<file path="config.mk">
export PLATFORM = sky130hd
export DESIGN_NAME = mals_ram
export DESIGN_NICKNAME = d
export VERILOG_FILES = /design/src/rtl/multi_ant_langton_step_macros.svh /design/src/rtl/mals_ram.sv
export SDC_FILE = /design/constraint.sdc
export NUM_CORES = 1
export LEC_CHECK = 0
export ABC_AREA = 1
export BUFFER_PORTS_ARGS = -buffer_cell sky130_fd_sc_hd__buf_2
export CAP_MARGIN = 25
export CORE_MARGIN = 2
export CORE_UTILIZATION = 35
export CTS_CLUSTER_DIAMETER = 60
export DETAILED_ROUTE_END_ITERATION = 12
export PLACE_DENSITY_LB_ADDON = 0.2
export SLEW_MARGIN = 20
export SYNTH_ARGS = -nofsm -noshare
export SYNTH_HDL_FRONTEND = slang
export SYNTH_SLANG_ARGS = --single-unit
</file>
<file path="constraint.sdc">
create_clock -name clk -period 1.05 [get_ports clk]
set_clock_uncertainty 0.05 [all_clocks]
set_input_delay 0.0525 -clock clk [delete_from_list [all_inputs] [get_ports clk]]
set_output_delay 0.0525 -clock clk [all_outputs]
set_load 0.02 [all_outputs]
</file>
<file path="src/rtl/multi_ant_langton_step_macros.svh">
// Assertion helpers for the multi-ant Langton step block.
`ifndef MULTI_ANT_LANGTON_STEP_MACROS_SVH
`define MULTI_ANT_LANGTON_STEP_MACROS_SVH

`ifndef NO_ASSERTIONS
`define MALS_ASSERT_IMPLY(label, clk, rst, ante, cons, msg) \
  label: assert property (@(posedge clk) disable iff (rst) (ante) |-> (cons)) \
    else $error(msg);
`define MALS_ASSERT_NEXT(label, clk, rst, ante, cons, msg) \
  label: assert property (@(posedge clk) disable iff (rst) (ante) |=> (cons)) \
    else $error(msg);
`else
`define MALS_ASSERT_IMPLY(label, clk, rst, ante, cons, msg)
`define MALS_ASSERT_NEXT(label, clk, rst, ante, cons, msg)
`endif

`endif

</file>
<file path="src/rtl/mals_ram.sv">
module mals_ram #(
  parameter int DEPTH = 16,
  parameter int WIDTH = 8,
  localparam int AW = (DEPTH > 1) ? $clog2(DEPTH) : 1
) (
  input  logic             clk,
  input  logic             we,
  input  logic [AW-1:0]    waddr,
  input  logic [WIDTH-1:0] wdata,
  input  logic [AW-1:0]    raddr,
  output logic [WIDTH-1:0] rdata
);

  logic [WIDTH-1:0] mem [DEPTH];

  always_ff @(posedge clk) begin
    if (we) begin
      mem[waddr] <= wdata;
    end
  end

  always_ff @(posedge clk) begin
    rdata <= mem[raddr];
  end

endmodule

</file>
==> impl_metrics.tcl <==
set metrics [dict create \
    io_buffers 25 \
    die_area_mm2 0.0175 \
    num_rows 46 \
    setup-tns-final_ns 0 \
    grt_use_met1_pct 20.5 \
    holdWs_ns -0.00170 \
    syn-instance-count 551 \
    cp-end-kind "flip-flop" \
    p_per_area_mw_per_mm2 1810 \
    ys.flop_type "edfxtp_1" \
    fin_crit_sh_pct 98.5 \
    synth-edff-count 128 \
    synth.largest_area_cell "edfxtp_1" \
    synth_xor_xnor_area_share_pct 0 \
    finalPower_mw 12.9 \
    cts.path.max_buffers 2 \
    vias_per_cell 4.51 \
    placed_cells 802 \
    met3_usage_pct 4.34 \
    antenna_found_initial 0 \
    cts.clk_slew.worst_paths_ns 0.06 \
    gr-total-overflow 0 \
    min_from "raddr[2]" \
    final_cells 835 \
    synth_fa_ha_area_share_pct 0 \
    firstDrtPassIters 4 \
    maxCapViolCount 0 \
    yosys-top-cells-count "173 x nand2_1, 128 x edfxtp_1, 100 x inv_1, 97 x nand3_1, 17 x nor2_1" \
    drive_above_1_share_pct 20.5 \
    max-vdd-ir-drop_mv 1.23 \
    dpl-instance-area_mm2 0.00635 \
    max_freq_ghz 0.967 \
    nFillCells 1587 \
    min_to "rdata[3]" \
    dieWidth_um 132 \
    maxSlewHeadroom_pct 72.9 \
    numCtsBuffers 17 \
    regToRegSetupSlack_ns 0.02 \
    via_count 3762 \
    start_util_pct 36.0 \
    antenna_cells 0 \
    maxSlewViolCount 0 \
    yosysTopAreaCellShare_pct 66.7 \
    post-route-cell-area_mm2 0.00712 \
    required_ns 1.32 \
    worstSkewPairLatency_ns 0.42 \
    setup_violations 0 \
    io_pins 26 \
    startpoint_type "flip-flop" \
    synth-compound-area-share_pct 0 \
    synthArstFlopShare_pct 0 \
    wl_per_cell_um 15.9 \
    synth_area_per_cell_um2 10.5 \
    yosys.area_share.simple_pct 21.0 \
    synth_warnings 0 \
    worstRegToRegCells 6 \
    dp_hpwl_mm 8.76 \
    seqCellArea_mm2 0.00401 \
    ant_nets 0 \
    outcome "finished, violations left" \
    timing.rr.start "mem[1][6]" \
    grt_pass1_vias 3890 \
    synth.area.top_cells "edfxtp_1 67%, nand2_1 11%, nand3_1 8.4%" \
    leakage_nw 3.07 \
    path_max_fanout 1 \
    cts_tree "done" \
    hold_violations 1 \
    rsz0062_at_grt "true" \
    clock-sinks 136 \
    period_needed_ns 1.03 \
    area_growth_pct 23.4 \
    die_y_um 132 \
    crit_type "flip-flop to flip-flop" \
    grt_usage_pct 16.2 \
    top_usage_layer "met2" \
    ys_ff_latch 136 \
    nets 624 \
    post_cts_buffers 0 \
    drtIter0Drc 283 \
    tightestPinTransition_ns 0.406 \
    min_path_cells 4 \
    synth_top_family_by_area "simple AND/OR/NAND/NOR gates" \
    synth_mux_area_share_pct 0 \
    cts-root-buf "clkbuf_16" \
    gp_congestion 0.809 \
    netlist_area_mm2 0.00577 \
    hp-class "primary input to flip-flop" \
    grt_pass1_wl_mm 21.0 \
    yosysSeqAreaShare_pct 69.4 \
    ctsHtreeMaxLevel 4 \
    yosysUniqueCellTypes 12 \
    grt_max_degree 34 \
    violations "hold timing" \
    use_met2_pct 26.1 \
    r2r-end "rdata[6]" \
    post-route-drc-count 0 \
    multiInputGateArea_mm2 0.00138 \
    routed_wl_mm 13.3 \
    synth_most_common_cell "nand2_1" \
    synthesis.nets 569 \
    critical_path_arrival_ns 1.30 \
    design.core.area_mm2 0.0160 \
]
## worst max-delay path by stage
stage | startpoint | endpoint | slack [ns] | cells past startpoint
after floorplan | waddr[3] | mem[4][0] | -0.003 | 2
after global placement | raddr[0] | rdata[0] | -0.15 | 9
after detailed placement | raddr[0] | rdata[0] | -0.16 | 9
after CTS | rdata[7] | rdata[7] | 0.003 | 1
after global routing | mem[1][6] | rdata[6] | -0.03 | 6
final | mem[1][6] | rdata[6] | 0.02 | 6
## cells by family (layout without fill, tap and decap cells)
family | count (synthesis) | in the layout
simple gates | 289 | 289
flops | 136 | 136
buf+inv | 126 | 194
## registers in the layout, summed over array words and instances, names as in the netlist
name and flops:
rdata 8, mem 128
## power by group
part           internal, mW  switching, mW  total, mW
Sequential             6.07         0.0329       6.10
Combinational         0.311          0.608      0.919
Clock                  3.69           2.18       5.87
## final cells by class
type                    count  area share [%]
flip-flops and latches    136            56.3
multi-input cells         289            19.4
repair buffers             60            6.93
clock buffers              18            6.03
inverters                 102            5.38
well taps                 216            3.80
clock inverters            14            2.22
## through the flow
step,setup WS (ns),utilization [%]
5_1_grt,-0.0252,44.5
6_report,0.0161,44.5
2_1_floorplan,-0.00334,-
3_5_place_dp,-0.157,39.7
4_1_cts,0.00337,43.6
3_3_place_gp,-0.152,39.7
## cells in the final DEF, fill, tap and decap left out, drive strengths merged
master	netlist	final
clkbuf	0	18
inv	102	102
bufinv	0	3
nor2	17	17
dlygate4sd3	0	1
clkinvlp	0	4
dfxtp	8	8
nand3	97	97
buf	24	59
nand2	173	173
clkinv	0	7
edfxtp	128	128
nand3b	2	2
## metal layers
layer,vias up,wire length [um]
met2,66,6270
li1,1882,-
met5,-,0
met3,25,618
met4,0,369
met1,1789,6010
## worst max-delay path, stage by stage (launching register included)
cell and delay (ns):
edfxtp_1 0.36, inv_1 0.07, nand2_1 0.05, nand3_1 0.10, nand3_2 0.10, nand3_2 0.12
nand2_2 0.07
## timing repair
item / in CTS / in global routing
endpoints found under the hold margin: 16 / 0
setup endpoints to repair: 5 / 8
gates resized for setup: 7 / 30
hold buffers: 1 / 0
pin swaps: 1 / 8
Note: power is estimated with default switching activity, not from simulation.
