<file path="src/rtl/multi_ant_langton_step_macros.svh">
// Assertion helpers for the multi-ant Langton step block.
`ifndef MULTI_ANT_LANGTON_STEP_MACROS_SVH
`define MULTI_ANT_LANGTON_STEP_MACROS_SVH

`ifndef NO_ASSERTIONS
`define MALS_ASSERT_IMPLY(label, clk, rst, ante, cons, msg) \
  label: assert property (@(posedge clk) disable iff (rst) (ante) |-> (cons)) \
    else $error(msg);
`define MALS_ASSERT_NEXT(label, clk, rst, ante, cons, msg) \
  label: assert property (@(posedge clk) disable iff (rst) (ante) |=> (cons)) \
    else $error(msg);
`else
`define MALS_ASSERT_IMPLY(label, clk, rst, ante, cons, msg)
`define MALS_ASSERT_NEXT(label, clk, rst, ante, cons, msg)
`endif

`endif

</file>
<file path="src/rtl/mals_pkg.sv">
package mals_pkg;

  typedef enum logic [1:0] {
    ACT_WRITE_CELL = 2'd0,
    ACT_PLACE_ANT  = 2'd1,
    ACT_TICK       = 2'd2,
    ACT_NONE       = 2'd3
  } action_t;

  typedef enum logic [1:0] {
    HD_UP    = 2'd0,
    HD_RIGHT = 2'd1,
    HD_DOWN  = 2'd2,
    HD_LEFT  = 2'd3
  } heading_t;

  typedef enum logic [1:0] {
    ST_IDLE    = 2'd0,
    ST_CELL_RD = 2'd1,
    ST_EXEC    = 2'd2
  } state_t;

  localparam logic [1:0] CFG_GRID_WIDTH  = 2'd0;
  localparam logic [1:0] CFG_GRID_HEIGHT = 2'd1;
  localparam logic [1:0] CFG_BACKGROUND  = 2'd2;
  localparam logic [1:0] CFG_ANT_COUNT   = 2'd3;

  // heading increments modulo the four directions
  localparam logic [1:0] TURN_RIGHT = 2'd1;
  localparam logic [1:0] TURN_LEFT  = 2'd3;

  localparam int CFG_INDEX_BITS = 2;
  localparam int CFG_DATA_BITS  = 24;

endpackage

</file>
<file path="src/rtl/mals_move.sv">
module mals_move #(
  parameter int XW = 7,
  parameter int YW = 7,
  parameter int WDW = 8,
  parameter int HDW = 8,
  parameter int COLOR_BITS = 24
) (
  input  logic [XW-1:0]         x,
  input  logic [YW-1:0]         y,
  input  mals_pkg::heading_t    hd,
  input  logic [COLOR_BITS-1:0] ant_color,
  input  logic [COLOR_BITS-1:0] cell_col,
  input  logic [COLOR_BITS-1:0] bg,
  input  logic [WDW-1:0]        eff_w,
  input  logic [HDW-1:0]        eff_h,
  output logic [XW-1:0]         nx,
  output logic [YW-1:0]         ny,
  output mals_pkg::heading_t    dir,
  output logic [COLOR_BITS-1:0] paint
);
  import mals_pkg::*;

  logic          empty;
  logic [WDW-1:0] xw;
  logic [HDW-1:0] yw;

  assign empty = (cell_col == bg);
  assign paint = empty ? ant_color : bg;
  assign dir   = heading_t'(hd + (empty ? TURN_RIGHT : TURN_LEFT));
  assign xw    = WDW'(x);
  assign yw    = HDW'(y);

  // step one cell with wraparound at the active grid edges
  always_comb begin
    nx = x;
    ny = y;
    case (dir)
      HD_UP:    ny = (yw == '0) ? YW'(eff_h - HDW'(1)) : YW'(yw - HDW'(1));
      HD_RIGHT: nx = ((xw + WDW'(1)) == eff_w) ? '0 : XW'(xw + WDW'(1));
      HD_DOWN:  ny = ((yw + HDW'(1)) == eff_h) ? '0 : YW'(yw + HDW'(1));
      HD_LEFT:  nx = (xw == '0) ? XW'(eff_w - WDW'(1)) : XW'(xw - WDW'(1));
      default:  nx = x;
    endcase
  end

endmodule

</file>
<file path="config.mk">
export PLATFORM = sky130hd
export DESIGN_NAME = mals_move
export DESIGN_NICKNAME = d
export VERILOG_FILES = /design/src/rtl/multi_ant_langton_step_macros.svh /design/src/rtl/mals_pkg.sv /design/src/rtl/mals_move.sv
export SDC_FILE = /design/constraint.sdc
export NUM_CORES = 1
export LEC_CHECK = 0
export BUFFER_PORTS_ARGS = -buffer_cell sky130_fd_sc_hd__buf_2
export CAP_MARGIN = 40
export CORE_ASPECT_RATIO = 1.4
export CORE_MARGIN = 2
export CORE_UTILIZATION = 44
export DETAILED_ROUTE_END_ITERATION = 10
export PLACE_DENSITY = 0.95
export SETUP_SLACK_MARGIN = 0.3
export SLEW_MARGIN = 5
export SYNTH_ARGS = -nofsm -noshare
export SYNTH_HDL_FRONTEND = slang
export SYNTH_SLANG_ARGS = --single-unit
</file>
<file path="constraint.sdc">
create_clock -name vclk -period 2.9
set_input_delay 0.145 -clock vclk [all_inputs]
set_output_delay 0.145 -clock vclk [all_outputs]
set_load 0.01 [all_outputs]
</file>
==> impl_metrics.yaml, run 1 <==
layout:
  antenna_cells: 0
  clkbuf_count: 0
  fin_area_um2: 3170
  syn_to_final_growth_pct: 52.3
  nFlopsAndLatches: 0
  nets: 559
  regArea_um2: 0
  num-fill-cells: 371
  multi_input_area_um2: 2070
  drive_gt1_share_pct: 53.3
power_and_ir_drop:
  p_switching_w: 0.000238
  seq_power_share_pct: 0
  clockPowerShare_pct: 0
  power.internal_w: 0.000215
  power_density_nw_per_um2: 143
  switching_share_pct: 52.5
  p_leak_nw: 1.48
  ir_drop_mv: 0.0965
  power_frac_comb_pct: 100.0
floorplan:
  die_area_um2: 5310
  ioPinCount: 144
  die_h_um: 85.4
  rows: 29
  start_util_pct: 45.9
  die_w_um: 62.1
  coreArea_um2: 4540
setup_path:
  path_max_fanout: 4
  cp-start-kind: "input port"
  endpoint_kind: "output pin"
  required_ns: 2.76
  path_class: "input port to output pin"
  arrival_ns: 2.67
global_routing:
  antenna_found_initial: 0
  grt_first_pass_wirelength_mm: 12.6
  grt_max_degree: 25
  grt_use_total_pct: 28.1
  grt_pass1_vias: 2827
  gr-total-overflow: 0
synthesis:
  ys_types: 58
  synth_top_family_by_area: "compound AO/OA/AOI/OAI gates"
  synthXorXnorAreaFrac_pct: 21.6
  synthSimpleGateAreaFrac_pct: 24.5
  syn_nets: 400
  ys_warn_count: 0
  synthAdderAreaFrac_pct: 6.01
  ys_seq_area_share_pct: 0
  netlist_area_um2: 2080
  synth_cells: 286
  synth_compound_area_share_pct: 25.4
  muxShareOfSynthArea_pct: 14.9
  syn_avg_cell_area_um2: 7.28
timing:
  worst_slew_pin_slew_ns: 0.473
  maxSlewViolCount: 0
  period_needed_ns: 2.81
  fmax_ghz: 0.356
  hold_slack_ns: 0.603
  grt_setup_unrepaired: "true"
  finalSetupTns_ns: 0
  setup_viol: 0
  fin_crit_sh_pct: 97.0
  finalHoldViolCount: 0
  max-slew-margin-rel_pct: 68.4
routing:
  drc: 0
  initialDrtViolationCount: 357
  dr.pass1.iters: 5
  route.detailed.wl_per_inst_um: 16.7
  vias: 2989
  viasPerCell: 5.92
  totalWireLength_mm: 8.46
  ant_nets: 0
worst_hold_path:
  min_path_type: "input port to output pin"
outcome:
  status: "completed"
placement:
  dpl-instance-area_um2: 2890
  dp_hpwl_mm: 6.34
  gp_congestion: 0.940
  io_buffers: 144
clocking:
  holdBufCountCts: 0
job:
  max_cap_viol_count: 0
synth_stat cells (2+ instances only):
cell       count  area [um2]
a21oi_1       14        70.1
mux2i_1        4        40.0
nor4_1         4        25.0
o221ai_1       6        52.6
nor2b_1        2        12.5
o21ai_1        2        10.0
nor2_1        24        90.1
o211ai_1       2        15.0
mux2_2        24         270
a21o_1         2        15.0
and3_1         5        31.3
a31oi_1        4        25.0
buf_6          3        33.8
o2111ai_1      2        17.5
a211oi_1       2        15.0
inv_1         16        60.1
a31o_2         2        17.5
nand2b_1       3        18.8
xor2_1        23         201
o21ai_0       17        85.1
xnor2_1       23         201
clkbuf_1       2        7.51
ha_1          10         125
nor3_1         8        40.0
o21ba_2        2        20.0
o31ai_1        5        37.5
nand2_1       16        60.1
a22oi_1        6        45.0
nand4_1        6        37.5
nand3_1       11        55.1
buf_2          8        40.0
o21a_1         2        15.0
cells in the final DEF, fill, tap and decap left out, types with 8 or more instances in the layout:
master and count:
o21ai_0 15, nor3_1 8, buf_4 26, inv_1 11, mux2_2 24, buf_2 142, xnor2_1 22, a21oi_1 12
nand2_1 16, nor2_1 21, xor2_1 23, nand3_1 11
worst max-delay path, stage by stage:
cell and delay [ns]:
buf_8 0.11, inv_6 0.05, ha_4 0.12, or4b_4 0.49
nor3_4 0.22, nor2_1 0.09, a21oi_2 0.15, ha_2 0.24
nand2b_4 0.07, a311o_2 0.41, nor2_2 0.12, xnor2_1 0.07
a22oi_1 0.16, nand2_1 0.08, buf_2 0.14
stage by stage:
stage	cells	utilization (%)	setup WS (ns)	power [W]
floorplan	286	-	0.324	0.000224
global route	505	69.9	-0.00447	0.000488
detailed placement	490	63.6	0.0175	0.000401
CTS	498	66.5	0.225	0.000419
finish	505	69.9	0.0875	0.000454
global placement	490	63.6	0.0974	0.000390
final timing paths:
check,startpoint,end,depth (start not counted)
hold / removal,ant_color[5],paint[5],3
setup / recovery,x[0],nx[6],15
logic make-up (layout without fill, tap and decap cells):
group,count (synthesis),in the layout
AOI/OAI and AO/OA,77,77
muxes,28,28
and+or+nand+nor,92,92
adders and majority gates,10,10
xor gates and xnor gates,48,48
buffers and inverters,31,188
per-layer routing:
metal	part of all wire [%]	routed length, um	track usage [%]	vias to the layer above
met5	0	0	0	-
met4	4.1	348	6.67	0
met3	8.5	722	2.65	42
met2	53	4460	55.7	225
met1	35	2930	31.8	1349
li1	-	-	-	1373
repair_timing:
action / 4_1_cts / 5_1_grt
pin swaps: 6 / 14
resized for setup: 21 / 24
gates cloned: 0 / 0
endpoints found under the hold margin: 0 / 0
setup buffers: 8 / 7
setup endpoints to repair: 7 / 13
power groups by stage:
stage,combinational (W),sequential (W),clock [W]
2_1_floorplan,0.000224,0,0
3_3_place_gp,0.000390,0,0
3_5_place_dp,0.000401,0,0
4_1_cts,0.000419,0,0
5_1_grt,0.000488,0,0
6_report,0.000454,0,0
layout make-up:
type,count,share of cell area (%)
repair buffers,172,30.2
multi-input cells,255,65.1
inverters,16,2.21
well taps,62,2.45
No activity file was read; power rests on OpenSTA's default activity.
==> inputs of run 2 (changes only) <==
==> constraint.sdc (replaced) <==
create_clock -name vclk -period 2.9
set_input_delay 0.29 -clock vclk [all_inputs]
set_output_delay 0.29 -clock vclk [all_outputs]
set_load 0.01 [all_outputs]
==> impl_metrics.yaml, run 2 (synthesis gave the netlist of run 1 again) <==
timing:
  period_needed_ns: 3.07
  fmax_ghz: 0.326
  finalWorstSetupSlack_ns: -0.171
  finalSetupTns_ns: -0.534
  grt_setup_unrepaired: "true"
  fin_crit_sh_pct: 106
  worst_slew_pin_slew_ns: 0.553
  max-slew-margin-rel_pct: 62.8
  setup_viol: 4
  finalHoldViolCount: 0
  maxSlewViolCount: 0
layout:
  nets: 587
  nFlopsAndLatches: 0
  antenna_cells: 0
  fin_area_um2: 3590
  regArea_um2: 0
  layout_commonest_cell: "buf_2"
  drive_gt1_share_pct: 60.9
  syn_to_final_growth_pct: 72.5
  final_cell_mix: "buf_2, buf_4, mux2_2"
  clkbuf_count: 0
  finalNonFillerCells: 533
global_routing:
  grt_pass1_vias: 3330
  grt_first_pass_wirelength_mm: 15.1
  grt_use_total_pct: 34.2
  antenna_found_initial: 0
  gr-total-overflow: 0
  grt_max_degree: 25
worst_hold_path:
  holdPathEnd: "paint[6]"
  min_path_type: "input port to output pin"
  min_path_cells: 3
  hold_start: "ant_color[6]"
outcome:
  violations: "negative setup slack"
  status: "complete, but fails checks"
clocking:
  holdBufCountCts: 0
routing:
  vias: 3308
  drc: 0
  ant_nets: 0
  initialDrtViolationCount: 425
  totalWireLength_mm: 10.4
  route.detailed.wl_per_inst_um: 19.5
  viasPerCell: 6.21
  dr.pass1.iters: 5
setup_path:
  path_class: "input port to output pin"
  cp-start-kind: "input port"
  slowest_stage: "or4b_4"
  arrival_ns: 2.78
  critPathBufInv: 9
  path_max_fanout: 3
  path_common_cell: "buf_6"
  crit_family: "buffers and inverters"
  endpoint_kind: "output pin"
  cp_slowest_stage_delay_ns: 0.48
  path_cells: "buf_8 -> inv_6 -> ha_4 -> or4b_4 -> nor3_4 -> buf_4 -> buf_6 -> buf_6 -> a21oi_4 -> ha_2 -> buf_6 -> buf_6 -> buf_6 -> mux2i_1 -> a22oi_1 -> o21ai_1 -> buf_2"
  required_ns: 2.61
power_and_ir_drop:
  p_leak_nw: 1.65
  power_density_nw_per_um2: 150
  ir_drop_mv: 0.0947
job:
  max_cap_viol_count: 0
floorplan:
  die_h_um: 85.4
  die_area_um2: 5310
  coreArea_um2: 4540
  die_w_um: 62.1
  start_util_pct: 45.9
  ioPinCount: 144
  rows: 29
placement:
  gp_congestion: 0.985
  dp_slack_ns: -0.231
  dpl.cell_count: 503
  dp_hpwl_mm: 6.72
  io_buffers: 144
  dpl-instance-area_um2: 3020
[run 2: cell types whose count changed in the layout (fill, tap and decap cells not counted), moves of 4 or more]
cell / delta
buf_2: -4
o21ai_1: +5
o221ai_2: +5
o221ai_1: -5
a22oi_1: -4
buf_6: +11
buf_4: +19
a22oi_2: +4
o21ai_0: -7
[run 2: report_power, final]
part	total, W	switching, W	internal (W)	leakage, nW
sequential	0	0	0	0
clock	0	0	0	0
combinational	0.000539	0.000280	0.000258	1.65
total	0.000539	0.000280	0.000258	1.65
[run 2: how the worst max path moves through the flow]
stage               startpoint     to  slack [ns]  cells past startpoint
floorplan                 x[2]  nx[4]        0.12                     11
global placement          x[1]  nx[4]       -0.14                     14
detailed placement        x[1]  nx[4]       -0.23                     14
CTS                       x[0]  nx[6]      -0.008                     15
global route              x[1]  nx[6]       -0.27                     15
finish                    x[1]  nx[2]       -0.17                     17
[run 2: per-layer routing]
metal | track usage [%] | wire length (um) | vias to the layer above
li1 | - | - | 1434
met2 | 68.2 | 5320 | 303
met3 | 5.84 | 928 | 96
met5 | 0 | 0 | -
met4 | 18.2 | 817 | 0
met1 | 32.9 | 3310 | 1475
[run 2: repair_timing]
item,in CTS,in global routing
pin swaps,28,32
resized for setup,41,41
endpoints found under the setup margin,14,14
setup buffers,21,9
[run 2: final cells by class]
cell class / instances / area [um2]
Inverter: 16 / 77.6
Timing Repair Buffer: 200 / 1230
Tap cell: 62 / 77.6
Fill cell: 292 / 943
Multi-Input combinational cell: 255 / 2200
[run 2: stage by stage]
stage / power [W] / util [%] / hold slack, ns
3_3_place_gp: 0.000409 / 66.7 / 0.888
6_report: 0.000539 / 79.2 / 0.890
4_1_cts: 0.000469 / 74.0 / 0.891
5_1_grt: 0.000568 / 79.2 / 0.906
3_5_place_dp: 0.000424 / 66.7 / 0.889
2_1_floorplan: 0.000232 / - / 0.646
==> inputs of run 3 (changes only) <==
clock period = 3.1 ns   (was 2.9 ns; I/O delays follow)
==> impl_metrics.yaml, run 3 (synthesis gave the netlist of run 1 again) <==
timing:
  finalHoldViolCount: 0
  fmax_ghz: 0.315
  hold_slack_ns: 0.933
  finalWorstSetupSlack_ns: -0.0795
  grt_setup_unrepaired: "true"
  period_needed_ns: 3.18
  setup_viol: 2
  maxSlewViolCount: 0
  fin_crit_sh_pct: 103
  max-slew-margin-rel_pct: 67.7
  worst_slew_pin_slew_ns: 0.480
  finalSetupTns_ns: -0.108
routing:
  route.detailed.wl_per_inst_um: 18.8
  totalWireLength_mm: 9.79
  ant_nets: 0
  dr.pass1.iters: 5
  initialDrtViolationCount: 346
  drc: 0
  viasPerCell: 6.10
  vias: 3177
layout:
  utilization_pct: 76.8
  clkbuf_count: 0
  final_cell_mix: "buf_2, buf_4, mux2_2"
  antenna_cells: 0
  drive_gt1_share_pct: 59.7
  layout_commonest_cell: "buf_2"
  finalNonFillerCells: 521
  regArea_um2: 0
  nets: 575
  syn_to_final_growth_pct: 67.2
  nFlopsAndLatches: 0
worst_hold_path:
  min_path_type: "input port to output pin"
power_and_ir_drop:
  total_power_w: 0.000488
  power_frac_comb_pct: 100.0
  p_leak_nw: 1.59
  clockPowerShare_pct: 0
  switching_share_pct: 52.1
  power_density_nw_per_um2: 140
  ir_drop_mv: 0.109
  p_switching_w: 0.000254
  power.internal_w: 0.000234
  seq_power_share_pct: 0
floorplan:
  rows: 29
  die_h_um: 85.4
  start_util_pct: 45.9
  ioPinCount: 144
  die_area_um2: 5310
  coreArea_um2: 4540
  die_w_um: 62.1
setup_path:
  path_max_fanout: 4
  cp_slowest_stage_delay_ns: 0.50
  endpoint_kind: "output pin"
  cp-start-kind: "input port"
  slowest_stage: "or4b_4"
  crit_family: "simple AND/OR/NAND/NOR gates"
  critPathBufInv: 3
  required_ns: 2.79
  arrival_ns: 2.87
  path_class: "input port to output pin"
  path_cells: "buf_8 -> inv_6 -> ha_4 -> or4b_4 -> nor3_4 -> nor2_2 -> a21oi_2 -> ha_2 -> nand2b_4 -> a311o_2 -> and3_1 -> o21ai_1 -> o221ai_1 -> buf_2"
global_routing:
  antenna_found_initial: 0
  top_usage_layer: "met2"
  gr-total-overflow: 0
  use_met2_pct: 62.5
  use_met3_pct: 3.45
  grt_pass1_vias: 2955
  grt_max_degree: 25
  use_met1_pct: 30.5
  grt_first_pass_wirelength_mm: 13.6
  grt_use_total_pct: 31.1
outcome:
  violations: "negative setup slack"
  status: "complete, but fails checks"
placement:
  io_buffers: 144
  dp_hpwl_mm: 6.54
  dpl.cell_count: 497
  gp_congestion: 0.979
job:
  max_cap_viol_count: 0
## run 3: cell types whose count changed in the layout (fill, tap and decap cells not counted), moves of 2 or more
cell      previous run  this run
buf_6               13         6
o221ai_1             0         5
o221ai_2             6         1
buf_4               45        41
nor2_1              18        15
nor2_2               3         5
o21ai_1              7         9
o21ai_2              4         2
xor2_1              22        20
xor2_2               1         3
## run 3: stage by stage
| step | worst slack [ns] | instance area, um2 |
|---|---|---|
| final | -0.0795 | 3480 |
| after global routing | -0.205 | 3480 |
| after CTS | 0.0873 | 3190 |
| after detailed placement | -0.0597 | 2950 |
| after global placement | -0.0170 | 2950 |
| after floorplan | 0.263 | 2090 |
## run 3: final timing paths
path        to  slack [ns]  cells past startpoint    startpoint
max      nx[4]       -0.08                     14          x[0]
min   paint[7]        0.93                      3  ant_color[7]
## run 3: metal layers
layer / share of wire [%] / up-vias
li1: - / 1415
met1: 33 / 1458
met2: 54 / 245
met3: 7.3 / 59
met4: 5.6 / 0
met5: 0 / -
## run 3: worst min-delay path, delay by kind of cell
family | cells | cell delay (ns)
buffers and inverters | 2 | 0.19
multiplexers | 1 | 0.12
## run 3: cell type report
cell class                 instances  area (um2)
multi-input combinational        255        2210
timing repair buffer             188        1110
fill                             311        1050
inverter                          16        85.1
tap                               62        77.6
## run 3: repair_timing
action	CTS	global route
pin swaps	16	32
setup endpoints to repair	14	14
hold buffers	0	0
gates resized for setup	33	58
setup buffers	17	7
## run 3: power by group through the flow
stage          logic, W  registers (W)  clock network (W)
2_1_floorplan  0.000211              0                  0
3_3_place_gp   0.000372              0                  0
3_5_place_dp   0.000383              0                  0
4_1_cts        0.000417              0                  0
5_1_grt        0.000514              0                  0
6_report       0.000488              0                  0
